### config.mk
export PLATFORM = sky130hd
export DESIGN_NAME = vector_path_command_resolver
export DESIGN_NICKNAME = d
export VERILOG_FILES = /design/src/hdl/vpcr_pkg.sv /design/src/hdl/vector_path_command_resolver.sv /design/src/hdl/vpcr_resolve.sv
export SDC_FILE = /design/constraint.sdc
export NUM_CORES = 2
export LEC_CHECK = 0
export BUFFER_PORTS_ARGS = -buffer_cell sky130_fd_sc_hd__buf_4
export CORE_MARGIN = 2
export CORE_UTILIZATION = 50
export CTS_CLUSTER_SIZE = 28
export DETAILED_ROUTE_END_ITERATION = 7
export GPL_TIMING_DRIVEN = 0
export PLACE_DENSITY = 0.74
export REMOVE_ABC_BUFFERS = 1
export SETUP_SLACK_MARGIN = 0.4
export SLEW_MARGIN = 20
export SYNTH_ARGS = -nofsm -noshare
export SYNTH_HDL_FRONTEND = slang
export SYNTH_SLANG_ARGS = --single-unit
export TNS_END_PERCENT = 10
### constraint.sdc
create_clock -name clk -period 11.7 [get_ports clk]
set_input_delay 2.925 -clock clk [delete_from_list [all_inputs] [get_ports clk]]
set_output_delay 2.925 -clock clk [all_outputs]
set_load 0.01 [all_outputs]
### src/hdl/vpcr_pkg.sv
// ----------------------------------------------------------------------------
// vpcr_pkg
// types, codes and saturating helpers of the vector path command resolver
// ----------------------------------------------------------------------------
package vpcr_pkg;

	localparam int COORD_W = 32;
	localparam int NUM_ARGS = 6;
	localparam int TUSER_W = 8;

	typedef logic signed [COORD_W-1:0] coord_t;
	typedef logic [NUM_ARGS-1:0][COORD_W-1:0] args_t;

	typedef enum logic [3:0] {
		MODE_MOVE   = 4'd0,
		MODE_LINE   = 4'd1,
		MODE_HORIZ  = 4'd2,
		MODE_VERT   = 4'd3,
		MODE_CUBIC  = 4'd4,
		MODE_SMOOTH = 4'd5,
		MODE_QUAD   = 4'd6,
		MODE_CLOSE  = 4'd7,
		MODE_ARC    = 4'd8
	} mode_t;

	typedef enum logic [2:0] {
		KIND_MOVE  = 3'd0,
		KIND_LINE  = 3'd1,
		KIND_CUBIC = 3'd2,
		KIND_QUAD  = 3'd3,
		KIND_CLOSE = 3'd4
	} kind_t;

	typedef struct packed {
		coord_t cur_x;
		coord_t cur_y;
		coord_t last_ctrl_x;
		coord_t last_ctrl_y;
		logic   last_was_cubic;
		coord_t start_x;
		coord_t start_y;
	} path_state_t;

	typedef struct packed {
		kind_t  segment_kind;
		coord_t end_x;
		coord_t end_y;
		coord_t ctrl1_x;
		coord_t ctrl1_y;
		coord_t ctrl2_x;
		coord_t ctrl2_y;
		logic   saturated;
	} segment_t;

	typedef struct packed {
		logic   sat;
		coord_t val;
	} sat_coord_t;

	localparam coord_t COORD_MAX = {1'b0, {(COORD_W-1){1'b1}}};
	localparam coord_t COORD_MIN = {1'b1, {(COORD_W-1){1'b0}}};

	// absolute coordinate, clamped sum with the base when relative
	function automatic sat_coord_t sat_resolve(coord_t arg, coord_t base, logic rel);
		logic signed [COORD_W:0] sum;
		sat_coord_t r;
		sum = {arg[COORD_W-1], arg} + {base[COORD_W-1], base};
		r.sat = 1'b0;
		r.val = arg;
		if (rel) begin
			if (sum[COORD_W] != sum[COORD_W-1]) begin
				r.sat = 1'b1;
				r.val = sum[COORD_W] ? COORD_MIN : COORD_MAX;
			end else begin
				r.val = sum[COORD_W-1:0];
			end
		end
		return r;
	endfunction

	// reflection of last about cur, clamped
	function automatic sat_coord_t sat_reflect(coord_t cur, coord_t last);
		logic signed [COORD_W+1:0] d;
		sat_coord_t r;
		d = {cur[COORD_W-1], cur, 1'b0} - {{2{last[COORD_W-1]}}, last};
		r.sat = !((d[COORD_W+1:COORD_W-1] == 3'b000) || (d[COORD_W+1:COORD_W-1] == 3'b111));
		if (r.sat) begin
			r.val = d[COORD_W+1] ? COORD_MIN : COORD_MAX;
		end else begin
			r.val = d[COORD_W-1:0];
		end
		return r;
	endfunction

endpackage

### src/hdl/vector_path_command_resolver.sv
// ----------------------------------------------------------------------------
// vector_path_command_resolver
// turns tokenized path commands into absolute path segments
// ----------------------------------------------------------------------------
// Accepts one command per clock cycle while the output is not stalled. Each
// command is resolved combinationally from the input register against the
// current point, subpath start and last control point; its absolute segment
// is offered from the output register until taken. The path state is updated
// as the segment is registered, so the next command can follow directly. Arcs
// and unknown kinds yield no segment. While a segment waits at the output, one
// more command is taken into the input register.
module vector_path_command_resolver import vpcr_pkg::*; (
	input  logic                 clk,
	input  logic                 arst_n,
	input  logic                 s_axis_tvalid,
	output logic                 s_axis_tready,
	input  logic [191:0]         s_axis_tdata,  // arg0, arg1, arg2, arg3, arg4, arg5
	input  logic [TUSER_W-1:0]   s_axis_tuser,  // mode[3:0], relative, zero pad
	output logic                 m_axis_tvalid,
	input  logic                 m_axis_tready,
	output logic [191:0]         m_axis_tdata,  // end_x, end_y, ctrl1_x, ctrl1_y, ctrl2_x, ctrl2_y
	output logic [TUSER_W-1:0]   m_axis_tuser   // segment_kind[2:0], saturated, zero pad
);

	logic        valid_s1;
	mode_t       mode_s1;
	logic        relative_s1;
	args_t       args_s1;
	logic        valid_s2;
	segment_t    segment_s2;
	path_state_t state_q;
	path_state_t next_state;
	segment_t    segment;
	logic        emit;
	logic        advance;

	assign advance       = valid_s1 && (!valid_s2 || m_axis_tready);
	assign s_axis_tready = !valid_s1 || advance;

	always_ff @(posedge clk or negedge arst_n) begin
		if (!arst_n) begin
			valid_s1 <= 1'b0;
		end else if (s_axis_tready) begin
			valid_s1 <= s_axis_tvalid;
		end
	end

	always_ff @(posedge clk) begin
		if (s_axis_tvalid && s_axis_tready) begin
			mode_s1     <= mode_t'(s_axis_tuser[3:0]);
			relative_s1 <= s_axis_tuser[4];
			args_s1     <= s_axis_tdata;
		end
	end

	vpcr_resolve u_resolve (
		.mode       (mode_s1),
		.relative   (relative_s1),
		.args       (args_s1),
		.state      (state_q),
		.next_state (next_state),
		.segment    (segment),
		.emit       (emit)
	);

	always_ff @(posedge clk or negedge arst_n) begin
		if (!arst_n) begin
			state_q  <= '0;
			valid_s2 <= 1'b0;
		end else if (advance) begin
			state_q  <= next_state;
			valid_s2 <= emit;
		end else if (m_axis_tready) begin
			valid_s2 <= 1'b0;
		end
	end

	always_ff @(posedge clk) begin
		if (advance && emit) begin
			segment_s2 <= segment;
		end
	end

	assign m_axis_tvalid = valid_s2;
	assign m_axis_tdata  = {segment_s2.ctrl2_y, segment_s2.ctrl2_x, segment_s2.ctrl1_y,
		segment_s2.ctrl1_x, segment_s2.end_y, segment_s2.end_x};
	assign m_axis_tuser  = {4'b0000, segment_s2.saturated, segment_s2.segment_kind};

endmodule

### src/hdl/vpcr_resolve.sv
// ----------------------------------------------------------------------------
// vpcr_resolve
// decodes one command against the path state into a segment and next state
// ----------------------------------------------------------------------------
module vpcr_resolve import vpcr_pkg::*; (
	input  mode_t       mode,
	input  logic        relative,
	input  args_t       args,
	input  path_state_t state,
	output path_state_t next_state,
	output segment_t    segment,
	output logic        emit
);

	sat_coord_t rx0, ry0, ry1, rx2, ry3, rx4, ry5, refl_x, refl_y;
	logic       cubic;

	assign rx0    = sat_resolve(coord_t'(args[0]), state.cur_x, relative);
	assign ry0    = sat_resolve(coord_t'(args[0]), state.cur_y, relative);
	assign ry1    = sat_resolve(coord_t'(args[1]), state.cur_y, relative);
	assign rx2    = sat_resolve(coord_t'(args[2]), state.cur_x, relative);
	assign ry3    = sat_resolve(coord_t'(args[3]), state.cur_y, relative);
	assign rx4    = sat_resolve(coord_t'(args[4]), state.cur_x, relative);
	assign ry5    = sat_resolve(coord_t'(args[5]), state.cur_y, relative);
	assign refl_x = sat_reflect(state.cur_x, state.last_ctrl_x);
	assign refl_y = sat_reflect(state.cur_y, state.last_ctrl_y);

	always_comb begin
		next_state = state;
		segment    = '0;
		emit       = 1'b1;
		cubic      = 1'b0;
		case (mode)
			MODE_MOVE, MODE_LINE: begin
				segment.segment_kind = (mode == MODE_MOVE) ? KIND_MOVE : KIND_LINE;
				segment.end_x        = rx0.val;
				segment.end_y        = ry1.val;
				segment.saturated    = rx0.sat | ry1.sat;
			end
			MODE_HORIZ: begin
				segment.segment_kind = KIND_LINE;
				segment.end_x        = rx0.val;
				segment.end_y        = state.cur_y;
				segment.saturated    = rx0.sat;
			end
			MODE_VERT: begin
				segment.segment_kind = KIND_LINE;
				segment.end_x        = state.cur_x;
				segment.end_y        = ry0.val;
				segment.saturated    = ry0.sat;
			end
			MODE_CUBIC: begin
				segment.segment_kind = KIND_CUBIC;
				segment.ctrl1_x      = rx0.val;
				segment.ctrl1_y      = ry1.val;
				segment.ctrl2_x      = rx2.val;
				segment.ctrl2_y      = ry3.val;
				segment.end_x        = rx4.val;
				segment.end_y        = ry5.val;
				segment.saturated    = rx0.sat | ry1.sat | rx2.sat | ry3.sat | rx4.sat | ry5.sat;
				cubic                = 1'b1;
			end
			MODE_SMOOTH: begin
				segment.segment_kind = KIND_CUBIC;
				if (state.last_was_cubic) begin
					segment.ctrl1_x = refl_x.val;
					segment.ctrl1_y = refl_y.val;
				end else begin
					segment.ctrl1_x = state.cur_x;
					segment.ctrl1_y = state.cur_y;
				end
				segment.ctrl2_x   = rx0.val;
				segment.ctrl2_y   = ry1.val;
				segment.end_x     = rx2.val;
				segment.end_y     = ry3.val;
				segment.saturated = (state.last_was_cubic & (refl_x.sat | refl_y.sat))
					| rx0.sat | ry1.sat | rx2.sat | ry3.sat;
				cubic             = 1'b1;
			end
			MODE_QUAD: begin
				segment.segment_kind = KIND_QUAD;
				segment.ctrl1_x      = rx0.val;
				segment.ctrl1_y      = ry1.val;
				segment.end_x        = rx2.val;
				segment.end_y        = ry3.val;
				segment.saturated    = rx0.sat | ry1.sat | rx2.sat | ry3.sat;
			end
			MODE_CLOSE: begin
				segment.segment_kind = KIND_CLOSE;
				segment.end_x        = state.start_x;
				segment.end_y        = state.start_y;
			end
			MODE_ARC: begin
				emit                      = 1'b0;
				next_state.last_was_cubic = 1'b0;
			end
			default: begin
				emit = 1'b0;
			end
		endcase

		if (emit) begin
			next_state.cur_x          = segment.end_x;
			next_state.cur_y          = segment.end_y;
			next_state.last_was_cubic = cubic;
			if (cubic) begin
				next_state.last_ctrl_x = segment.ctrl2_x;
				next_state.last_ctrl_y = segment.ctrl2_y;
			end
			if (mode == MODE_MOVE) begin
				next_state.start_x = segment.end_x;
				next_state.start_y = segment.end_y;
			end
		end
	end

endmodule

# After elaboration in Yosys (flattened, before gate mapping)
# Cells that the tools add are included.
# Widths: inputs -> output; s select.
totals:
  regBits: 588
op_classes:
  reduce_logical: 24
  muxes: 45
  n_eq_ne: 17
  n_bitwise: 11
  n_addsub: 9
ops:
  columns: ["operator", "count"]
  rows:
  - ["$mux 32", 18]
  - ["$pmux 67 s7", 1]
  - ["$pmux 64 s2", 2]
  - ["$add 32x32->33", 7]
  - ["$mux 33", 7]
  - ["$mux 64", 2]
  - ["$sub 33x32->34", 2]
  - ["$mux 65", 1]
  - ["$eq 4x3->1 const B", 4]
  - ["$mux 1", 13]
  - ["$or 1x1->1", 10]
  - ["$eq 4x2->1 const B", 2]
  - ["$reduce_or 8->1", 1]
  - ["$ne 1x1->1", 7]
  - ["$eq 3x3->1 const B", 2]
  - ["$logic_not 3->1", 2]
  - ["$pmux 1 s6", 1]
  - ["$reduce_and 3->1", 2]
  - ["$reduce_or 2->1", 3]
  - ["$eq 4x1->1 const B", 1]
  - ["$eq 4x4->1 const B", 1]
  - ["$logic_not 1->1", 4]
  - ["$logic_not 4->1", 1]
  - ["$logic_or 1x1->1", 4]
  - ["other kinds (4)", 8]

# Depth between registers and ports, before layout
logic_depth:
  word_depth: 11
  depth_mapped: 23
  ltp_nobuf: 19

# By module
# Synthesis repeated with hierarchy kept, for this count alone.
unflattened:
  hier_cells: 4784
  hier_area_um2: 45426.1
modules_own_cells:
  columns: ["mod", "n_inst", "cells_per_inst", "area_each_um2", "seq_area_each_um2"]
  rows:
  - ["vpcr_resolve", 1, 3968, 25622.1, 0.0]
  - ["vector_path_command_resolver", 1, 816, 19804.0, 16681.0]

# Least setup slack after synthesis
# OpenSTA, ideal clock, no wires.
synth_timing:
  path_type: "input port to flip-flop"
  start: "input port m_axis_tready"
  end: "register state_q[183] (netlist name)"
  setup_time_ns: 0.394
  n_path_buf: 3
  path_slack_ns: 1.499
  cell_stages: 8
  arrival_ns: 9.807
  path_cell_list: "nand2b_1 > nand2_1 > or2_2 > clkbuf_1 > inv_2 > clkbuf_1 > clkbuf_1 > a31oi_1"
synth_between:
  elab_chain_len: 3
synth_rtl:
  columns: ["item", "line", "source"]
  rows:
  - ["start, declared", "vector_path_command_resolver.sv:20", "input logic m_axis_tready,"]
  - ["$logic_or 1x1->1", "vector_path_command_resolver.sv:37", "assign advance = valid_s1 && (!valid_s2 || m_axis_tready);"]
  - ["$logic_and 1x1->1", "vector_path_command_resolver.sv:37", null]
  - ["$reduce_and 2->1 (no source line)", null, null]
  - ["end signal, assigned", "vector_path_command_resolver.sv:71", "state_q <= next_state;"]
  - ["end, declared", "vector_path_command_resolver.sv:31", "path_state_t state_q;"]
# Every way passes these cells.
# A chain may end at the register's enable or synchronous reset.

==> impl_results.md <==
- Boundary Pins: 406
- Routed WL: 185 mm
- Yosys top cell by area: edfxtp_1
- Arrival @ worst endpoint: 8.83 ns
- Fin util: 59.2%
- Startpoint of the worst hold path: state_q[11]
- Total of max-cap violations: 0
- Synth Instances: 4691
- Pwr per Cell Area: 240 nW/µm²
- CTS max path bufs: 3
- Drt drc: 1
- Routed Antenna Nets: 0
- Reg-to-reg endpoint: state_q[148]
- Die Span Y: 298 µm
- RePlAce Congestion: 0.999
- Clock Latency Late Sink: 0.67 ns
- #FFs+latches synth: 588
- Max VDD drop: 0.220 mV
- Clk_skew: 0.0352 ns
- Outcome: finished with violations
- Max-slew headroom: 9.16%
- Data required time of the worst path: 12.23 ns
- Syn-to-layout area delta: 16.9%
- CTS Root Cell: clkbuf_16
- Cell Area, Synth: 43300 µm²
- Routed WL per cell: 29.8 µm
- Syn Area/Cell: 9.22 µm²
- Core ar.: 85400 µm²
- Sum Neg Setup Slack: 0 ns
- Post-CTS Setup Inserts: 0
- Largest net degree at the start of global routing: 109
- DP Worst Slack: 3.80 ns
- Drt pass-1 iters: 8
- Sequential share of the synthesized area: 38.6%
- Vias: 42600
- Hold path depth: 2
- Setup ws final: 3.40 ns
- Crit-path max FO: 28
- Via/cell ratio: 6.87
- Library cells used by synthesis: 107
- Total track usage: 40.2%
- Critical path class: reg -> reg
- Worst r2r src: state_q[131]
- Hold EP: state_q[11]
- Failing checks: DRC
- R2r setup slk: 3.40 ns
- Clock Pin Slew Worst Setup and Hold Paths: 0.08 ns
- Slew of the pin with the lowest slew margin: 1.36 ns
- Initial Util: 50.7%
- TritonCTS clock tree: yes
- Vias in the first global route: 39300
- Top cells by count, synth: nand2_1, a21oi_1, edfxtp_1
- Hold Fails Final Rpt: 0
- Total CTS buffers: 67
- CTS resizes: 0
- Initial drt markers: 6119
- Yosys warns: 0
- Fraction of registers with async set/reset: 33.2%
- Die area: 88900 µm²
- Worst setup path start: state_q[131]
- H-Tree Level Count: 3
- Count of pins over their slew limit: 0
- Finish-stage setup viols: 0
- Number of synthesized flops with an enable pin: 393
- IO Port Bufs: 398
- RSZ-0062 raised after global routing: false
- Most frequent cell after synthesis: nand2_1
- Worst Reg2Reg Path Length in Cells: 20
- Top_reg_cell synth: edfxtp_1
- F_max: 120 MHz
- Dpl cells: 6076
- Critical Path Source Type: flop
- Post-route minimum period: 8.30 ns
- Num rows: 107
- Yosys top cell area share: 27.3%
- Leading post-synthesis cells by cell area: edfxtp_1, dfrtp_1, ha_1
- Worst min path class: reg -> reg
- Width of the die: 298 µm
- Nets: 5509
- Share of layout cells above drive strength 1: 16.2%
- Hold buffer count at CTS: 0
- Global-route wire length before repair: 266 mm
- GRT overflow: 0
- Power consumption: 12.1 mW
- Lkg Pwr: 20.6 nW
- Post-Layout Cell Count: 6202
- HPWL after DPL: 143 mm
- CP endpoint kind: flop
- Antenna violations before repair: 8
- Sink Count: 588
- Part of the cycle the worst path needs: 71.0%
worst max-delay path by stage:
stage | endpoint | cells after the start
detailed placement | state_q[148] | 20
global route | state_q[148] | 20
global placement | m_axis_tdata[42] | 6
CTS | state_q[148] | 20
finish | state_q[148] | 20
floorplan | state_q[34] | 6
logic make-up (layout without fill, tap and decap cells):
| kind of cell | after synthesis | after routing | synth area share (%) |
|---|---|---|---|
| AO/OA/AOI/OAI | 1760 | 1760 | 27.3 |
| XOR/XNOR | 222 | 222 | 4.51 |
| adder cells (fa/ha/maj) | 306 | 306 | 8.99 |
| buffers and inverters | 406 | 766 | 3.70 |
| flip-flops | 588 | 588 | 38.6 |
| multiplexers | 141 | 141 | 3.63 |
| other | 1 | 8 | 0.00867 |
| AND/OR/NAND/NOR | 1267 | 1267 | 13.3 |
worst max-delay path, stage by stage, from the launching register on:
cell,delay [ns]
dfrtp_1,0.54
ha_1,0.44
o211ai_1,0.14
o211ai_1,0.35
nand3b_1,0.40
a2111oi_0,1.03
nor3_1,0.15
nor3_1,0.40
a21o_1,0.18
a21oi_1,0.07
xnor2_1,0.20
ha_2,0.57
inv_1,0.69
nor3b_1,0.14
a22oi_2,0.61
buf_6,0.27
nand2_1,0.30
o32ai_1,0.73
o21ai_0,0.25
a211o_1,0.36
mux2_2,0.28
cells in the final DEF (no fill, tap or decap), types with 23 or more instances in the layout:
master / count
nand2_1: 425
buf_4: 421
a21oi_1: 396
edfxtp_1: 393
nor2_1: 378
o21ai_0: 323
ha_1: 292
dfrtp_1: 194
inv_1: 160
xnor2_1: 132
mux2_2: 122
o22ai_1: 119
o211ai_1: 104
a21o_1: 103
xor2_1: 89
nand3_1: 80
a31oi_1: 77
a211oi_1: 71
nor3_1: 70
clkbuf_16: 69
a22oi_1: 62
o21a_1: 59
nand4_1: 55
nor2b_1: 54
o21bai_1: 39
o31ai_1: 39
a222oi_1: 38
nand2b_1: 33
or3_1: 28
and3_1: 26
a221oi_1: 23
metrics by stage:
step                      hold WS [ns]  cell area [µm²]
after floorplan                  0.446            42300
after global placement           0.460            46700
after detailed placement         0.464            48200
after CTS                        0.482            50500
after global routing             0.502            50600
final                            0.482            50600
routing by layer:
layer	track usage, %	part of all wire (%)	vias up
li1	-	-	18600
met5	0	0.021	-
met2	55.7	40	2963
met1	58.9	43	20500
met3	10.8	13	490
met4	16.5	4.6	6
registers in the layout (all words and copies together), names as in the netlist:
signal         cells
m_axis_tdata     192
mode_s1            4
m_axis_tvalid      1
relative_s1        1
m_axis_tuser       4
valid_s1           1
args_s1          192
state_q          193
power by group:
group          internal (mW)  leakage (nW)  switching [mW]
logic                   2.46          13.2            4.47
registers               2.54          6.35           0.430
clock network           1.32          1.11           0.921
cell type report:
type                            count  area (µm²)
Tap cell                         1144        1430
Timing Repair Buffer              483        4260
Inverter                          162         621
Fill cell                        7469       34900
Multi-Input combinational cell   3700       25300
Sequential cell                   588       16700
Clock buffer                       88        1850
Antenna cell                        4        10.0
Clock inverter                     33         437
Note: power is estimated with default switching activity, not from simulation.
